[src/hw/rtl/sha256_pkg.sv]
// ----------------------------------------------------------------------------
// sha256_pkg
// Shared types, constants and round functions of the SHA-256 hasher.
// ----------------------------------------------------------------------------
package sha256_pkg;

  typedef logic [31:0]       word_t;
  typedef logic [7:0][31:0]  hash_t;
  typedef logic [15:0][31:0] block_t;

  // control from the sequencer to the round core
  typedef struct packed {
    logic start;
    logic init;
  } core_ctrl_t;

  // status from the round core back to the sequencer
  typedef struct packed {
    logic busy;
    logic done;
  } core_stat_t;

  localparam int unsigned ROUNDS = 64;

  // initial hash values, word 0 in slot 0
  localparam hash_t HASH_INIT = {
    32'h5be0cd19, 32'h1f83d9ab, 32'h9b05688c, 32'h510e527f,
    32'ha54ff53a, 32'h3c6ef372, 32'hbb67ae85, 32'h6a09e667
  };

  // round constants
  localparam word_t ROUND_K [ROUNDS] = '{
    32'h428a2f98, 32'h71374491, 32'hb5c0fbcf, 32'he9b5dba5,
    32'h3956c25b, 32'h59f111f1, 32'h923f82a4, 32'hab1c5ed5,
    32'hd807aa98, 32'h12835b01, 32'h243185be, 32'h550c7dc3,
    32'h72be5d74, 32'h80deb1fe, 32'h9bdc06a7, 32'hc19bf174,
    32'he49b69c1, 32'hefbe4786, 32'h0fc19dc6, 32'h240ca1cc,
    32'h2de92c6f, 32'h4a7484aa, 32'h5cb0a9dc, 32'h76f988da,
    32'h983e5152, 32'ha831c66d, 32'hb00327c8, 32'hbf597fc7,
    32'hc6e00bf3, 32'hd5a79147, 32'h06ca6351, 32'h14292967,
    32'h27b70a85, 32'h2e1b2138, 32'h4d2c6dfc, 32'h53380d13,
    32'h650a7354, 32'h766a0abb, 32'h81c2c92e, 32'h92722c85,
    32'ha2bfe8a1, 32'ha81a664b, 32'hc24b8b70, 32'hc76c51a3,
    32'hd192e819, 32'hd6990624, 32'hf40e3585, 32'h106aa070,
    32'h19a4c116, 32'h1e376c08, 32'h2748774c, 32'h34b0bcb5,
    32'h391c0cb3, 32'h4ed8aa4a, 32'h5b9cca4f, 32'h682e6ff3,
    32'h748f82ee, 32'h78a5636f, 32'h84c87814, 32'h8cc70208,
    32'h90befffa, 32'ha4506ceb, 32'hbef9a3f7, 32'hc67178f2
  };

  function automatic word_t rotr(input word_t x, input int unsigned n);
    rotr = (x >> n) | (x << (32 - n));
  endfunction

  function automatic word_t big_sigma0(input word_t x);
    big_sigma0 = rotr(x, 2) ^ rotr(x, 13) ^ rotr(x, 22);
  endfunction

  function automatic word_t big_sigma1(input word_t x);
    big_sigma1 = rotr(x, 6) ^ rotr(x, 11) ^ rotr(x, 25);
  endfunction

  function automatic word_t small_sigma0(input word_t x);
    small_sigma0 = rotr(x, 7) ^ rotr(x, 18) ^ (x >> 3);
  endfunction

  function automatic word_t small_sigma1(input word_t x);
    small_sigma1 = rotr(x, 17) ^ rotr(x, 19) ^ (x >> 10);
  endfunction

endpackage

[src/hw/rtl/sha256_message_hasher.sv]
// ----------------------------------------------------------------------------
// sha256_message_hasher
// Streams a message one byte per transfer, pads it and emits the eight
// SHA-256 digest words.
// ----------------------------------------------------------------------------
//  channel   handshake        payload                              dir
//  command   start / busy     data_byte, has_byte, last_item       in
//  result    done (strobe)    digest_word, word_index, last_word   out
//
//  a byte that does not complete a 64-byte block leaves the hasher idle
//  a byte that completes a block goes through start, 64 rounds of the
//  shared round unit, then the feed-forward add
//  a close pads one byte per cycle (9 to 72 bytes), pausing for one or two block
//  compressions, then streams 8 digest words on consecutive cycles
//  synchronous reset restores the initial hash values; no clearing pass
//  results cannot be stalled: each word is valid for exactly one cycle
// ----------------------------------------------------------------------------
module sha256_message_hasher (
  input  logic        clk,
  input  logic        rst,
  input  logic        start,
  output logic        busy,
  input  logic [7:0]  data_byte,
  input  logic        has_byte,
  input  logic        last_item,
  output logic        done,
  output logic [31:0] digest_word,
  output logic [2:0]  word_index,
  output logic        last_word
);

  localparam logic [2:0] ST_IDLE = 3'd0;
  localparam logic [2:0] ST_KICK = 3'd1;
  localparam logic [2:0] ST_WAIT = 3'd2;
  localparam logic [2:0] ST_PAD  = 3'd3;
  localparam logic [2:0] ST_OUT  = 3'd4;

  localparam logic [5:0] LEN_POS  = 6'd56;
  localparam logic [5:0] LAST_POS = 6'd63;
  localparam logic [7:0] PAD_MARK = 8'h80;

  logic [2:0]  state;
  logic [2:0]  after;
  logic [5:0]  pos;
  logic [63:0] bit_length;
  logic        sent_80;
  logic        len_phase;
  logic [2:0]  out_idx;

  sha256_pkg::block_t     block;
  sha256_pkg::hash_t      hash;
  sha256_pkg::core_ctrl_t ctrl;
  sha256_pkg::core_stat_t stat;

  logic       put_en;
  logic [7:0] put_val;
  logic       len_sel;
  logic       wrap;
  logic       accept;

  assign accept  = start && (state == ST_IDLE);
  assign len_sel = sent_80 && ((pos == LEN_POS) || len_phase);
  assign wrap    = put_en && (pos == LAST_POS);

  // byte source: message byte or padding byte
  always_comb begin
    put_en  = 1'b0;
    put_val = '0;
    unique case (state)
      ST_IDLE: begin
        put_en  = start && has_byte;
        put_val = data_byte;
      end
      ST_PAD: begin
        put_en = 1'b1;
        if (!sent_80) begin
          put_val = PAD_MARK;
        end else if (len_sel) begin
          put_val = bit_length[{~pos[2:0], 3'b000} +: 8];
        end
      end
      default: ;
    endcase
  end

  // byte packing into big-endian block words
  always_ff @(posedge clk) begin
    if (put_en) begin
      case (pos[1:0])
        2'd0:    block[pos[5:2]]        <= {put_val, 24'd0};
        2'd1:    block[pos[5:2]][23:16] <= put_val;
        2'd2:    block[pos[5:2]][15:8]  <= put_val;
        default: block[pos[5:2]][7:0]   <= put_val;
      endcase
    end
  end

  // sequencer
  always_ff @(posedge clk) begin
    if (rst) begin
      state      <= ST_IDLE;
      after      <= ST_IDLE;
      pos        <= '0;
      bit_length <= '0;
      sent_80    <= 1'b0;
      len_phase  <= 1'b0;
      out_idx    <= '0;
    end else begin
      if (put_en) begin
        pos <= pos + 6'd1;
      end
      unique case (state)
        ST_IDLE: begin
          if (start) begin
            if (has_byte) begin
              bit_length <= bit_length + 64'd8;
            end
            if (wrap) begin
              state <= ST_KICK;
              after <= last_item ? ST_PAD : ST_IDLE;
            end else if (last_item) begin
              state <= ST_PAD;
            end
          end
        end
        ST_PAD: begin
          sent_80 <= 1'b1;
          if (len_sel) begin
            len_phase <= 1'b1;
          end
          if (wrap) begin
            state <= ST_KICK;
            after <= len_sel ? ST_OUT : ST_PAD;
          end
        end
        ST_KICK: begin
          state <= ST_WAIT;
        end
        ST_WAIT: begin
          if (stat.done) begin
            state <= after;
          end
        end
        ST_OUT: begin
          out_idx <= out_idx + 3'd1;
          if (out_idx == 3'd7) begin
            state      <= ST_IDLE;
            bit_length <= '0;
            sent_80    <= 1'b0;
            len_phase  <= 1'b0;
          end
        end
        default: state <= ST_IDLE;
      endcase
    end
  end

  // core control
  assign ctrl.start = (state == ST_KICK);
  assign ctrl.init  = (state == ST_OUT) && (out_idx == 3'd7);

  sha256_round_core u_core (
    .clk   (clk),
    .rst   (rst),
    .ctrl  (ctrl),
    .block (block),
    .stat  (stat),
    .hash  (hash)
  );

  // outputs
  assign busy        = (state != ST_IDLE);
  assign done        = (state == ST_OUT);
  assign digest_word = hash[out_idx];
  assign word_index  = out_idx;
  assign last_word   = done && (out_idx == 3'd7);

  // digest words come out in order
  a_word_order: assert property (@(posedge clk) disable iff (rst)
    (done && !last_word) |=> (done && (word_index == $past(word_index) + 3'd1)))
    else $error("digest word order broken");

  // block returns to idle right after the final word
  a_idle_after: assert property (@(posedge clk) disable iff (rst)
    (done && last_word) |=> !busy)
    else $error("not idle after digest");

  // the round unit is never restarted while in use
  a_core_free: assert property (@(posedge clk) disable iff (rst)
    ctrl.start |-> !stat.busy)
    else $error("round unit started while busy");

  // a full block always goes to the round unit
  a_wrap_kick: assert property (@(posedge clk) disable iff (rst)
    wrap |=> (state == ST_KICK))
    else $error("full block not compressed");

  // no transfer is taken while a message is being finished
  a_no_accept: assert property (@(posedge clk) disable iff (rst)
    (state == ST_PAD) |-> !accept)
    else $error("transfer accepted during padding");

endmodule

[src/hw/rtl/sha256_round_core.sv]
// ----------------------------------------------------------------------------
// sha256_round_core
// Holds the chaining words and compresses one 512-bit block, one round per
// cycle, with a 16-word sliding schedule window.
// ----------------------------------------------------------------------------
module sha256_round_core (
  input  logic                   clk,
  input  logic                   rst,
  input  sha256_pkg::core_ctrl_t ctrl,
  input  sha256_pkg::block_t     block,
  output sha256_pkg::core_stat_t stat,
  output sha256_pkg::hash_t      hash
);

  sha256_pkg::hash_t  work;
  sha256_pkg::block_t sched;
  logic               run;
  logic               fin;
  logic [5:0]         rnd;

  sha256_pkg::word_t  t1;
  sha256_pkg::word_t  t2;
  sha256_pkg::word_t  w_new;
  sha256_pkg::word_t  choose;
  sha256_pkg::word_t  major;

  // round datapath
  always_comb begin
    choose = (work[4] & work[5]) ^ (~work[4] & work[6]);
    major  = (work[0] & work[1]) ^ (work[0] & work[2]) ^ (work[1] & work[2]);
    t1     = work[7] + sha256_pkg::big_sigma1(work[4]) + choose
             + sha256_pkg::ROUND_K[rnd] + sched[0];
    t2     = sha256_pkg::big_sigma0(work[0]) + major;
    w_new  = sched[0] + sha256_pkg::small_sigma0(sched[1]) + sched[9]
             + sha256_pkg::small_sigma1(sched[14]);
  end

  // round sequencing
  always_ff @(posedge clk) begin
    if (rst) begin
      run <= 1'b0;
      fin <= 1'b0;
      rnd <= '0;
    end else begin
      fin <= 1'b0;
      if (ctrl.start) begin
        run <= 1'b1;
        rnd <= '0;
      end else if (run) begin
        rnd <= rnd + 6'd1;
        if (rnd == 6'(sha256_pkg::ROUNDS - 1)) begin
          run <= 1'b0;
          fin <= 1'b1;
        end
      end
    end
  end

  // working registers and schedule window
  always_ff @(posedge clk) begin
    if (ctrl.start) begin
      work  <= hash;
      sched <= block;
    end else if (run) begin
      work[7] <= work[6];
      work[6] <= work[5];
      work[5] <= work[4];
      work[4] <= work[3] + t1;
      work[3] <= work[2];
      work[2] <= work[1];
      work[1] <= work[0];
      work[0] <= t1 + t2;
      for (int i = 0; i < 15; i++) begin
        sched[i] <= sched[i + 1];
      end
      sched[15] <= w_new;
    end
  end

  // chaining words: feed-forward add after the last round
  always_ff @(posedge clk) begin
    if (rst || ctrl.init) begin
      hash <= sha256_pkg::HASH_INIT;
    end else if (fin) begin
      for (int i = 0; i < 8; i++) begin
        hash[i] <= hash[i] + work[i];
      end
    end
  end

  assign stat.busy = run | fin;
  assign stat.done = fin;

endmodule

[config.mk]
export PLATFORM = sky130hd
export DESIGN_NAME = sha256_message_hasher
export DESIGN_NICKNAME = d
export VERILOG_FILES = /design/src/hw/rtl/sha256_pkg.sv /design/src/hw/rtl/sha256_message_hasher.sv /design/src/hw/rtl/sha256_round_core.sv
export SDC_FILE = /design/constraint.sdc
export NUM_CORES = 2
export LEC_CHECK = 0
export ABC_AREA = 1
export ABC_CLOCK_PERIOD_IN_PS = 60200
export BUFFER_PORTS_ARGS = -buffer_cell sky130_fd_sc_hd__buf_2
export CORE_ASPECT_RATIO = 1.4
export CORE_MARGIN = 4
export CORE_UTILIZATION = 50
export CTS_BUF_LIST = sky130_fd_sc_hd__clkbuf_8
export DETAILED_ROUTE_END_ITERATION = 6
export GPL_ROUTABILITY_DRIVEN = 0
export PLACE_DENSITY_LB_ADDON = 0.2
export SLEW_MARGIN = 20
export SYNTH_ARGS = -nofsm -noshare
export SYNTH_HDL_FRONTEND = slang
export SYNTH_SLANG_ARGS = --single-unit
[constraint.sdc]
create_clock -name clk -period 60.2 [get_ports clk]
set_input_delay 9.03 -clock clk [delete_from_list [all_inputs] [get_ports clk]]
set_output_delay 9.03 -clock clk [all_outputs]
set_load 0.05 [all_outputs]
==> flow_metrics.env <==
export IMPL_rsz0062_at_grt="no"
export IMPL_synthCells=13100
export IMPL_chipWidth_um=395
export IMPL_timing_setup_tns_ns=0
export IMPL_grt_ovfl_total=0
export IMPL_wl_per_cell_um=25.1
export IMPL_clkLatencyLatePin_ns=0.99
export IMPL_cts_htree_levels=5
export IMPL_clockRootBuffer="clkbuf_8"
export IMPL_met2_length_um=179000
export IMPL_fin_hold_ws_ns=0.479
export IMPL_crit_arrival_ns=4.64
export IMPL_wl_met1_um=136000
export IMPL_hold_viol=0
export IMPL_slowest_delay_ns=1.00
export IMPL_finalCritPeriodShare_pct=22.7
export IMPL_cts_hold_buf=0
export IMPL_cts_resized=0
export IMPL_worst_slew_pin_slew_ns=1.22
export IMPL_drtPass1Iterations=7
export IMPL_synth_edf_count=1280
export IMPL_slowest_stage="a221oi_1"
export IMPL_worst_setup_path_end_kind="primary output"
export IMPL_wl_um=400000
export IMPL_crit_path_start_kind="flop"
export IMPL_crit_type="flop to primary output"
export IMPL_vias=97100
export IMPL_cts_tree="built"
export IMPL_drive_above_1_share_pct=4.89
export IMPL_boundaryPins=51
export IMPL_synth_async_reset_ratio_pct=0
export IMPL_required_ns=51.17
export IMPL_syn_area_um2=105000
export IMPL_antenna_left=0
export IMPL_num_fill_cells=19500
export IMPL_post_cts_buffers=0
export IMPL_drt_iter0_drc=12200
export IMPL_min_period_ns=13.67
export IMPL_grt_pass1_vias=91600
export IMPL_slew_headroom_pct=18.6
export IMPL_setup_viol=0
export IMPL_clkSlewWorstSetupHoldPaths_ns=0.06
export IMPL_num_rows=198
export IMPL_cts_made_buffers=283
export IMPL_yosys_top_cells_area="edfxtp_1, nand2_1, o21ai_0"
export IMPL_drv_slew=0
export IMPL_cts_sinks=1621
export IMPL_initial_core_util_pct=50.3
export IMPL_layout_nets=13600
export IMPL_drc=367
export IMPL_crit_fanout=81
export IMPL_grt_pass1_wl_um=583000
export IMPL_port_buffers=50
export IMPL_met3_length_um=42200
export IMPL_viasPerCell=6.10
export IMPL_hp_class="flop to flop"
export IMPL_die_h_um=549
export IMPL_dp_hpwl_um=291000
export IMPL_r2r_start="u_core.rnd[5]"
export IMPL_worstHoldStart="after[1]"
export IMPL_syn2layout_area_growth_pct=7.53
export IMPL_fin_skew_ns=0.0948
export IMPL_grt_usage_pct=35.7
export IMPL_seq_area_frac_synth_pct=43.2
export IMPL_yosysWarnings=0
export IMPL_coreArea_um2=208000
export IMPL_drv_cap=0
export IMPL_synth_cell_types=67
export IMPL_highest_layer="met5"
export IMPL_synth_net_count=13700
export IMPL_violations="design-rule violations"
export IMPL_dieArea_um2=217000
export IMPL_cts_buffer_depth=4
export IMPL_synth_top_area_cell="edfxtp_1"
export IMPL_ys_ff_latch=1621
export IMPL_grt_max_degree=224
export IMPL_synthFlopType="edfxtp_1"
export IMPL_worstPathCellList="clkinv_2 -> buf_4 -> nand2_1 -> o21ai_0 -> a221oi_1 -> a31oi_1 -> buf_2"
export IMPL_startpoint="word_index[0]"
export IMPL_fmax_ghz=0.0732
export IMPL_avgSynthCellArea_um2=7.98
export IMPL_antenna_found_initial=27
export IMPL_netlist_area_leader_share_pct=36.7
export IMPL_status="finished, violations left"
-- worst max-delay path: cells and delay by family, from the launching register on --
family | cells | cell delay, ns
AND/OR/NAND/NOR | 1 | 0.13
buffers and inverters | 3 | 1.34
flip-flops | 1 | 0.80
AO/OA/AOI/OAI | 3 | 1.36
-- synth_stat cells, types with 38 or more instances --
library cell,number
edfxtp_1,1280
nand4_1,129
o211ai_1,89
or2_2,38
dfxtp_1,341
nor2_1,864
a31oi_1,76
a21oi_1,860
buf_1,48
a21o_1,53
clkbuf_1,460
nand2_1,3114
o21bai_1,58
inv_1,1613
xnor2_1,169
fa_1,195
xor2_1,256
nor3_1,94
ha_1,400
nand3_1,605
o22ai_1,126
o21ai_0,1832
o21ai_1,52
-- final cells by class --
cell class                 count  area [um2]  area share, %
multi-input combinational   9309       51200           45.5
clock inverter               201        1310           1.16
antenna                       23        57.6         0.0511
tap                         2700        3380           3.00
inverter                    1637        6170           5.48
clock buffer                 300        4130           3.67
timing repair buffer         137        1010          0.898
sequential                  1621       45300           40.2
-- registers in the layout (all words and copies together) (netlist names), 2 cells and up --
| register | count |
|---|---|
| after | 2 |
| bit_length | 61 |
| block | 512 |
| pos | 6 |
| state | 3 |
| u_core.hash | 256 |
| u_core.rnd | 6 |
| u_core.sched | 512 |
| u_core.work | 256 |
| word_index | 3 |
-- layout by cell type, fill, tap and decap left out, types with 16 or more instances in the layout --
cell type / instances
o21ai_0: 1831
nor3_1: 93
o211ai_1: 89
o221ai_1: 21
edfxtp_1: 1280
o21a_1: 34
nand3_1: 605
a21oi_1: 860
fa_1: 195
nor2_1: 863
clkbuf_8: 300
xnor2_1: 168
inv_1: 1694
clkinv_1: 53
dfxtp_1: 338
o21ai_1: 53
nand4_1: 129
buf_4: 79
nor2_2: 32
bufinv_16: 16
nand3b_1: 23
xor2_1: 253
inv_2: 17
nand2_1: 3112
a21o_1: 53
ha_1: 398
diode_2: 23
o21bai_1: 58
clkinv_2: 32
or2_2: 38
maj3_1: 22
o22ai_1: 126
a31oi_1: 76
a21boi_0: 32
buf_2: 50
-- through the flow --
step                      instances  utilization, %  instance area, um2  setup WS [ns]
after floorplan               13100               -              105000          33.50
after global placement        15400            51.4              107000          46.32
after detailed placement      15400            51.4              107000          46.28
after CTS                     15900            54.0              112000          46.98
after global routing          15900            54.1              112000          46.49
final                         15900            54.1              113000          46.53
-- final timing paths --
path	slack (ns)	end	cells after the start
min	0.48	after[1]	2
min reg2reg	0.48	after[1]	2
max	46.53	digest_word[13]	7
max reg2reg	49.32	u_core.work[31]	33
-- logic make-up (layout without fill, tap and decap cells) --
logic type / after synthesis / in the layout / share of synthesized area [%]
multiplexers: 5 / 5 / 0.0478
adder cells (fa/ha/maj): 617 / 617 / 8.72
buffers and inverters: 2189 / 2275 / 7.92
AO/OA/AOI/OAI: 3318 / 3318 / 17.2
AND/OR/NAND/NOR: 4944 / 4944 / 19.3
other: 0 / 23 / 0
flip-flops: 1621 / 1621 / 43.2
XOR/XNOR: 425 / 425 / 3.56
-- routing by layer --
layer	track usage [%]	vias to the layer above
met3	8.65	1864
met2	56.7	6028
met4	30.4	10
met5	0	-
li1	-	44000
met1	40.6	45200
Power is left out: the tool's default activity adds up to more than one toggle a clock period on the data nets, which glitch-free logic cannot reach.
